<file path="src/design/kms_pkg.sv">
`timescale 1ns / 1ps
`default_nettype none
package kms_pkg;

	localparam int KEY_BITS       = 12;
	localparam int CHAR_W         = 7;
	localparam int LIMIT_W        = 4;
	localparam int ADDR_W         = 3;
	localparam int DATA_W         = 32;
	localparam int DEF_NUM_ROWS   = 4;
	localparam int DEF_NUM_COLS   = 3;
	localparam int KEYMAP_ROWS    = 4;
	localparam int KEYMAP_COLS    = 3;

	localparam logic [LIMIT_W-1:0] LIMIT_RESET = 4'd3;

	// register index, taken from paddr[2]
	localparam logic REG_DEBOUNCE_LIMIT = 1'b0;

	localparam logic REQ_SCAN = 1'b0;
	localparam logic REQ_READ = 1'b1;

	localparam logic [CHAR_W-1:0] CHAR_NONE = 7'h00;
	localparam logic [CHAR_W-1:0] CHAR_STAR = 7'h2a;
	localparam logic [CHAR_W-1:0] CHAR_ZERO = 7'h30;
	localparam logic [CHAR_W-1:0] CHAR_HASH = 7'h23;

	typedef struct packed {
		logic                req_type;
		logic [KEY_BITS-1:0] key_pressed;
	} req_t;

	typedef struct packed {
		logic              key_valid;
		logic [CHAR_W-1:0] key_char;
	} rsp_t;

	// 123 / 456 / 789 / *0#, anything outside the 4x3 map gives no character
	function automatic logic [CHAR_W-1:0] key_char_of(input int r, input int c);
		logic [CHAR_W-1:0] ch;
		ch = CHAR_NONE;
		if (r < KEYMAP_ROWS && c < KEYMAP_COLS) begin
			case (r * KEYMAP_COLS + c)
				0:       ch = 7'h31;
				1:       ch = 7'h32;
				2:       ch = 7'h33;
				3:       ch = 7'h34;
				4:       ch = 7'h35;
				5:       ch = 7'h36;
				6:       ch = 7'h37;
				7:       ch = 7'h38;
				8:       ch = 7'h39;
				9:       ch = CHAR_STAR;
				10:      ch = CHAR_ZERO;
				11:      ch = CHAR_HASH;
				default: ch = CHAR_NONE;
			endcase
		end
		return ch;
	endfunction

endpackage
`default_nettype wire

</file>
<file path="src/design/kms_scan.sv">
`timescale 1ns / 1ps
`default_nettype none
module kms_scan #(
	parameter int NUM_ROWS = kms_pkg::DEF_NUM_ROWS,
	parameter int NUM_COLS = kms_pkg::DEF_NUM_COLS
) (
	input  wire logic                           clk,
	input  wire logic                           arst_n,
	input  wire logic                           scan_en,
	input  wire logic                           read_en,
	input  wire logic [kms_pkg::KEY_BITS-1:0]   pressed,
	input  wire logic [kms_pkg::LIMIT_W-1:0]    limit,
	output kms_pkg::rsp_t                       rsp
);
	import kms_pkg::*;

	logic [NUM_COLS-1:0][NUM_ROWS-1:0] hit;
	logic [NUM_COLS-1:0]               col_hit;
	logic [NUM_COLS:0]                 no_prior;
	logic [NUM_COLS-1:0][CHAR_W-1:0]   col_char;
	logic [CHAR_W-1:0]                 cand;
	logic                              found;

	logic [CHAR_W-1:0] latched_q;
	logic              avail_q;
	logic              released_q;

	assign no_prior[0] = 1'b1;

	for (genvar c = 0; c < NUM_COLS; c++) begin : g_col
		assign col_hit[c]    = |hit[c];
		assign no_prior[c+1] = no_prior[c] & ~col_hit[c];

		for (genvar r = 0; r < NUM_ROWS; r++) begin : g_row
			localparam int BIT = r * NUM_COLS + c;
			logic               p;
			logic [LIMIT_W-1:0] cnt_q;
			logic [LIMIT_W-1:0] inc;

			if (BIT < KEY_BITS) begin : g_in
				assign p = pressed[BIT];
			end else begin : g_out
				assign p = 1'b0;
			end

			assign inc    = (cnt_q < limit) ? LIMIT_W'(cnt_q + 1'b1) : cnt_q;
			assign hit[c][r] = p && (inc >= limit);

			// columns after the detecting one keep their counts
			always_ff @(posedge clk or negedge arst_n) begin
				if (!arst_n) begin
					cnt_q <= '0;
				end else if (scan_en && no_prior[c]) begin
					cnt_q <= p ? inc : '0;
				end
			end
		end

		// highest row wins inside a column
		always_comb begin
			col_char[c] = CHAR_NONE;
			for (int r = 0; r < NUM_ROWS; r++) begin
				if (hit[c][r]) begin
					col_char[c] = key_char_of(r, c);
				end
			end
		end
	end

	assign found = ~no_prior[NUM_COLS];

	always_comb begin
		cand = CHAR_NONE;
		for (int c = 0; c < NUM_COLS; c++) begin
			if (no_prior[c] && col_hit[c]) begin
				cand = col_char[c];
			end
		end
	end

	always_ff @(posedge clk or negedge arst_n) begin
		if (!arst_n) begin
			latched_q  <= CHAR_NONE;
			avail_q    <= 1'b0;
			released_q <= 1'b1;
		end else if (read_en) begin
			latched_q <= CHAR_NONE;
			avail_q   <= 1'b0;
		end else if (scan_en) begin
			if (!found) begin
				released_q <= 1'b1;
			end else if (released_q && !avail_q) begin
				latched_q  <= cand;
				avail_q    <= 1'b1;
				released_q <= 1'b0;
			end
		end
	end

	assign rsp.key_valid = avail_q;
	assign rsp.key_char  = avail_q ? latched_q : CHAR_NONE;

endmodule
`default_nettype wire

</file>
<file path="src/design/keypad_matrix_scan_debounce.sv">
`timescale 1ns / 1ps
`default_nettype none
// Debounced keypad scanner, 4x3 matrix by default.
// Request channel (req_valid/req_ready/req): a scan tick (req_type 0) carries
// the sampled pressed bit of every key at row*NUM_COLS+col; a read
// (req_type 1) takes the latched key and clears it.
// Response channel (rsp_valid/rsp_ready/rsp): one response per read, none per
// scan. key_valid tells whether a key was latched, key_char is its ASCII code.
// A request waits in the input register; as it leaves, the debounce counters
// and latch are updated and a read's response is registered in the output
// register. Throughput: one request per cycle unless a read waits on a stalled
// response, set by the single input stage.
// A stalled response holds the output register; scans keep flowing behind it,
// only a following read waits in the input stage until the response moves.
// Reset clears all counters and the latch, marks the keypad released and sets
// debounce_limit to 3. The APB register debounce_limit sits at address 0.
module keypad_matrix_scan_debounce #(
	parameter int NUM_ROWS = kms_pkg::DEF_NUM_ROWS,
	parameter int NUM_COLS = kms_pkg::DEF_NUM_COLS
) (
	input  wire logic                          clk,
	input  wire logic                          arst_n,
	input  wire logic                          req_valid,
	output logic                               req_ready,
	input  wire kms_pkg::req_t                 req,
	output logic                               rsp_valid,
	input  wire logic                          rsp_ready,
	output kms_pkg::rsp_t                      rsp,
	input  wire logic                          psel,
	input  wire logic                          penable,
	input  wire logic                          pwrite,
	input  wire logic [kms_pkg::ADDR_W-1:0]    paddr,
	input  wire logic [kms_pkg::DATA_W-1:0]    pwdata,
	output logic [kms_pkg::DATA_W-1:0]         prdata,
	output logic                               pready
);
	import kms_pkg::*;

	req_t               req_s1;
	logic               valid_s1;
	logic               s1_go;
	logic               s1_read;
	rsp_t               rsp_q;
	logic               rsp_valid_q;
	rsp_t               core_rsp;
	logic [LIMIT_W-1:0] limit_q;

	assign pready = 1'b1;
	assign prdata = (paddr[2] == REG_DEBOUNCE_LIMIT) ?
		DATA_W'(limit_q) : '0;

	always_ff @(posedge clk or negedge arst_n) begin
		if (!arst_n) begin
			limit_q <= LIMIT_RESET;
		end else if (psel && penable && pwrite && pready &&
		             paddr[2] == REG_DEBOUNCE_LIMIT) begin
			limit_q <= pwdata[LIMIT_W-1:0];
		end
	end

	assign s1_read   = req_s1.req_type == REQ_READ;
	assign s1_go     = valid_s1 && (!s1_read || !rsp_valid_q || rsp_ready);
	assign req_ready = !valid_s1 || s1_go;

	always_ff @(posedge clk or negedge arst_n) begin
		if (!arst_n) begin
			valid_s1 <= 1'b0;
		end else if (req_valid && req_ready) begin
			valid_s1 <= 1'b1;
		end else if (s1_go) begin
			valid_s1 <= 1'b0;
		end
	end

	always_ff @(posedge clk) begin
		if (req_valid && req_ready) begin
			req_s1 <= req;
		end
	end

	kms_scan #(
		.NUM_ROWS(NUM_ROWS),
		.NUM_COLS(NUM_COLS)
	) u_scan (
		.clk     (clk),
		.arst_n  (arst_n),
		.scan_en (s1_go && !s1_read),
		.read_en (s1_go && s1_read),
		.pressed (req_s1.key_pressed),
		.limit   (limit_q),
		.rsp     (core_rsp)
	);

	always_ff @(posedge clk or negedge arst_n) begin
		if (!arst_n) begin
			rsp_valid_q <= 1'b0;
		end else if (s1_go && s1_read) begin
			rsp_valid_q <= 1'b1;
		end else if (rsp_ready) begin
			rsp_valid_q <= 1'b0;
		end
	end

	always_ff @(posedge clk) begin
		if (s1_go && s1_read) begin
			rsp_q <= core_rsp;
		end
	end

	assign rsp_valid = rsp_valid_q;
	assign rsp       = rsp_q;

`ifndef SYNTHESIS
	a_read_gives_rsp: assert property (@(posedge clk) disable iff (!arst_n)
		(s1_go && s1_read) |=> rsp_valid)
		else $error("read left the input stage without a response");

	a_scan_no_rsp: assert property (@(posedge clk) disable iff (!arst_n)
		(s1_go && !s1_read && !(rsp_valid && !rsp_ready)) |=> !rsp_valid)
		else $error("scan tick produced a response");

	a_read_waits: assert property (@(posedge clk) disable iff (!arst_n)
		(valid_s1 && s1_read && rsp_valid && !rsp_ready) |-> !s1_go)
		else $error("read overwrote a pending response");
`endif

endmodule
`default_nettype wire
</file>
<file path="config.mk">
export PLATFORM = sky130hd
export DESIGN_NAME = keypad_matrix_scan_debounce
export DESIGN_NICKNAME = d
export VERILOG_FILES = /design/src/design/kms_pkg.sv /design/src/design/kms_scan.sv /design/src/design/keypad_matrix_scan_debounce.sv
export SDC_FILE = /design/constraint.sdc
export NUM_CORES = 1
export LEC_CHECK = 0
export ABC_AREA = 1
export BUFFER_PORTS_ARGS = -buffer_cell sky130_fd_sc_hd__buf_4
export CORE_ASPECT_RATIO = 0.6
export CORE_MARGIN = 4
export CORE_UTILIZATION = 35
export DETAILED_ROUTE_END_ITERATION = 6
export PLACE_DENSITY = 0.63
export SYNTH_ARGS = -nofsm -noshare
export SYNTH_HDL_FRONTEND = slang
export SYNTH_SLANG_ARGS = --single-unit
export TNS_END_PERCENT = 50
</file>
<file path="constraint.sdc">
create_clock -name clk -period 4 [get_ports clk]
set_input_delay 0.8 -clock clk [delete_from_list [all_inputs] [get_ports clk]]
set_output_delay 0.8 -clock clk [all_outputs]
set_load 0.02 [all_outputs]
</file>
==> results.txt <==
Status: finished clean
Vias in the first global route: 4,940
First-pass GRT wire length: 24.6 mm
FMAX: 0.263 GHz
N_diodes: 0
Mapped Cells: 819
Crit. End Element: register
H-tree Lvls: 3
Fin util: 41.5%
Chip Width: 186 um
MaxCap Viol Count: 0
GRT Total Usage: 14.4%
PwrDens: 667 nW/um^2
Worst slew pin tran: 888 ps
Crit Path Max Fanout: 15
Reg2Reg Depth: 21
Antenna viol nets, final: 0
Worst Hold End: u_scan.latched_q[4]
Layout cells sized above 1: 14.2%
CTS Sinks: 82
Fin worst setup slack: 195 ps
CTS buffer count: 9
Initial Utilization: 36.1%
Cell Rows: 38
Min-Delay Startpoint: u_scan.latched_q[4]
Final Hold Viols: 0
Part of the Yosys area used for sequential elements: 32.5%
Largest net degree at the start of global routing: 63
Pre-antenna DRT Iters: 5
Vias per cell: 4.67
WS Path Type: register to register
Initial antenna violation count: 0
Post-DP Area: 7130 sq um
Die H: 115 um
Final Max Slew Viols: 0
# setup viols final: 0
Cell taking the most area after synthesis: dfrtp_1
RR Endpoint: u_scan.g_col[2].g_row[2].cnt_q[2]
R2r setup slk: 190 ps
Most frequent cells after synthesis: 152 x nand2_1, 141 x inv_1, 96 x ha_1, 68 x nand3_1, 59 x dfrtp_1
Hold_ws: 509 ps
Yosys warning total: 0
Layout Nets: 1,034
DP Worst Slack: 120 ps
Total core area: 18,400 sq um
Synth Register Bits: 82
Final instance area: 7620 sq um
Clk_skew: 6.41 ps
Startpoint types: register
Hold Path Stages: 2
WL final: 15.1 mm
Post-synth EDFFs: 20
TritonCTS clock tree: yes
Worst Hold Class: register to register
Starting DRT DRC Count: 267
CTS root buffer: clkbuf_16
Final Cycle Share: 95.1%
Register clock-pin slew on the reported worst setup and hold paths: 70 ps
Reg2Reg Launch Point: limit_q[1]
Layout area overhead: 14.9%
Post-DP HPWL: 10.6 mm
Worst slew margin: 40.8%
DR WL/cell: 13.4 um
LEAKAGE: 0.00428 uW
Post-route DRC: 0
Count leader, synth: nand2_1
Final TNS setup: 0 ps
Post-route minimum period: 3810 ps
Routability cong.: 0.800
Die Footprint: 21,300 sq um
GRT overflow: 0
Synthesized area per cell: 8.10 sq um
Maximum vdd drop: 0.000353 V
Top FF cell, synth: dfrtp_1
RSZ-0062 raised after global routing: true
PortBufs: 37
Post-synthesis cell type count: 38
Routed vias: 5,265
Max clock buf depth: 2
Crit path DAT: 4080 ps
Worst Path Required: 4270 ps
Synthesized area: 6630 sq um
Top cells by area, synth: dfrtp_1 22%, ha_1 18%, edfxtp_1 9.1%
IO Pins: 98
Clk Latency, worst-skew pair: 350 ps
Area share of the largest cell type after synthesis: 22.3%
Asr flop ratio synth: 75.6%
report_power, final:
part,switching [uW],total [uW],internal (uW),leakage (uW)
sequential,221,1300,1070,0.00101
clock,378,866,488,0.000142
combinational,1790,2920,1140,0.00313
total,2390,5080,2700,0.00428
what timing repair did:
item	in CTS	in global routing
endpoints found under the setup margin	0	39
setup buffers	0	16
hold buffers	0	0
resized for setup	0	12
sequential cells by signal (all words and copies together) (netlist names):
signal	flops
limit_q	4
req_s1	12
rsp	7
rsp_valid	1
s1_read	1
u_scan.avail_q	1
u_scan.g_col.g_row.cnt_q	48
u_scan.latched_q	6
u_scan.released_q	1
valid_s1	1
through the flow:
stage	power (uW)	cells
finish	5080	1128
floorplan	3460	847
CTS	4920	1110
global placement	3960	1094
global route	5680	1128
detailed placement	4030	1094
placed cells by master, fill, tap and decap left out, types with 20 or more instances in the layout:
master	netlist	routed
a21oi_1	37	37
buf_4	32	57
conb_1	2	30
dfrtp_1	59	59
edfxtp_1	20	20
ha_1	96	96
inv_1	141	140
nand2_1	152	147
nand3_1	68	67
nor2_1	37	36
o21ai_0	29	26
o21ai_1	20	23
xor2_1	33	33
final cells by class:
| type | count | area, sq um |
|---|---|---|
| Fill cell | 1820 | 10700 |
| Multi-Input combinational cell | 582 | 3780 |
| Clock buffer | 9 | 225 |
| Tap cell | 240 | 300 |
| Sequential cell | 82 | 2160 |
| Clock inverter | 7 | 76.3 |
| Inverter | 146 | 554 |
| Timing Repair Buffer | 62 | 528 |
worst max-delay path by stage:
stage | end | slack (ps) | start
detailed placement | u_scan.g_col[1].g_row[0].cnt_q[2] | 120 | limit_q[1]
finish | u_scan.g_col[2].g_row[2].cnt_q[2] | 190 | limit_q[1]
global placement | u_scan.g_col[1].g_row[1].cnt_q[2] | 160 | limit_q[1]
global route | u_scan.g_col[2].g_row[0].cnt_q[1] | -80 | limit_q[1]
floorplan | u_scan.g_col[1].g_row[2].cnt_q[2] | 660 | limit_q[1]
CTS | u_scan.g_col[1].g_row[0].cnt_q[2] | 110 | limit_q[1]
critical path, stage by stage, from the launching register on:
cell	delay (ps)
dfstp_2	540
clkinvlp_4	190
buf_12	220
ha_1	280
a21boi_0	120
o211ai_1	160
nand2_1	160
nor2_1	150
xor2_1	240
inv_1	80
ha_1	270
nand2_1	70
inv_2	40
nand3_1	60
nand3_1	80
nand2_1	140
nand2_1	110
nor2_4	180
nand2_4	140
nor2_4	290
nand3_1	100
o21ai_0	90
metal layers:
layer	part of all wire, %	global-route usage (%)
met2	41	20.3
met5	0	0
met4	0.83	2.91
met1	54	22.5
met3	4.3	3.14
cells by family (layout without fill, tap and decap cells):
kind of cell / count (synthesis) / after routing / synth area share [%]
AND/OR/NAND/NOR: 288 / 290 / 20.1
buffers and inverters: 185 / 224 / 12.8
AO/OA/AOI/OAI: 133 / 133 / 12.0
adder cells (fa/ha/maj): 96 / 96 / 18.1
flip-flops: 82 / 82 / 32.5
XOR/XNOR: 33 / 33 / 4.36
other: 2 / 30 / 0.113
Power figures use the tool's default switching activity.
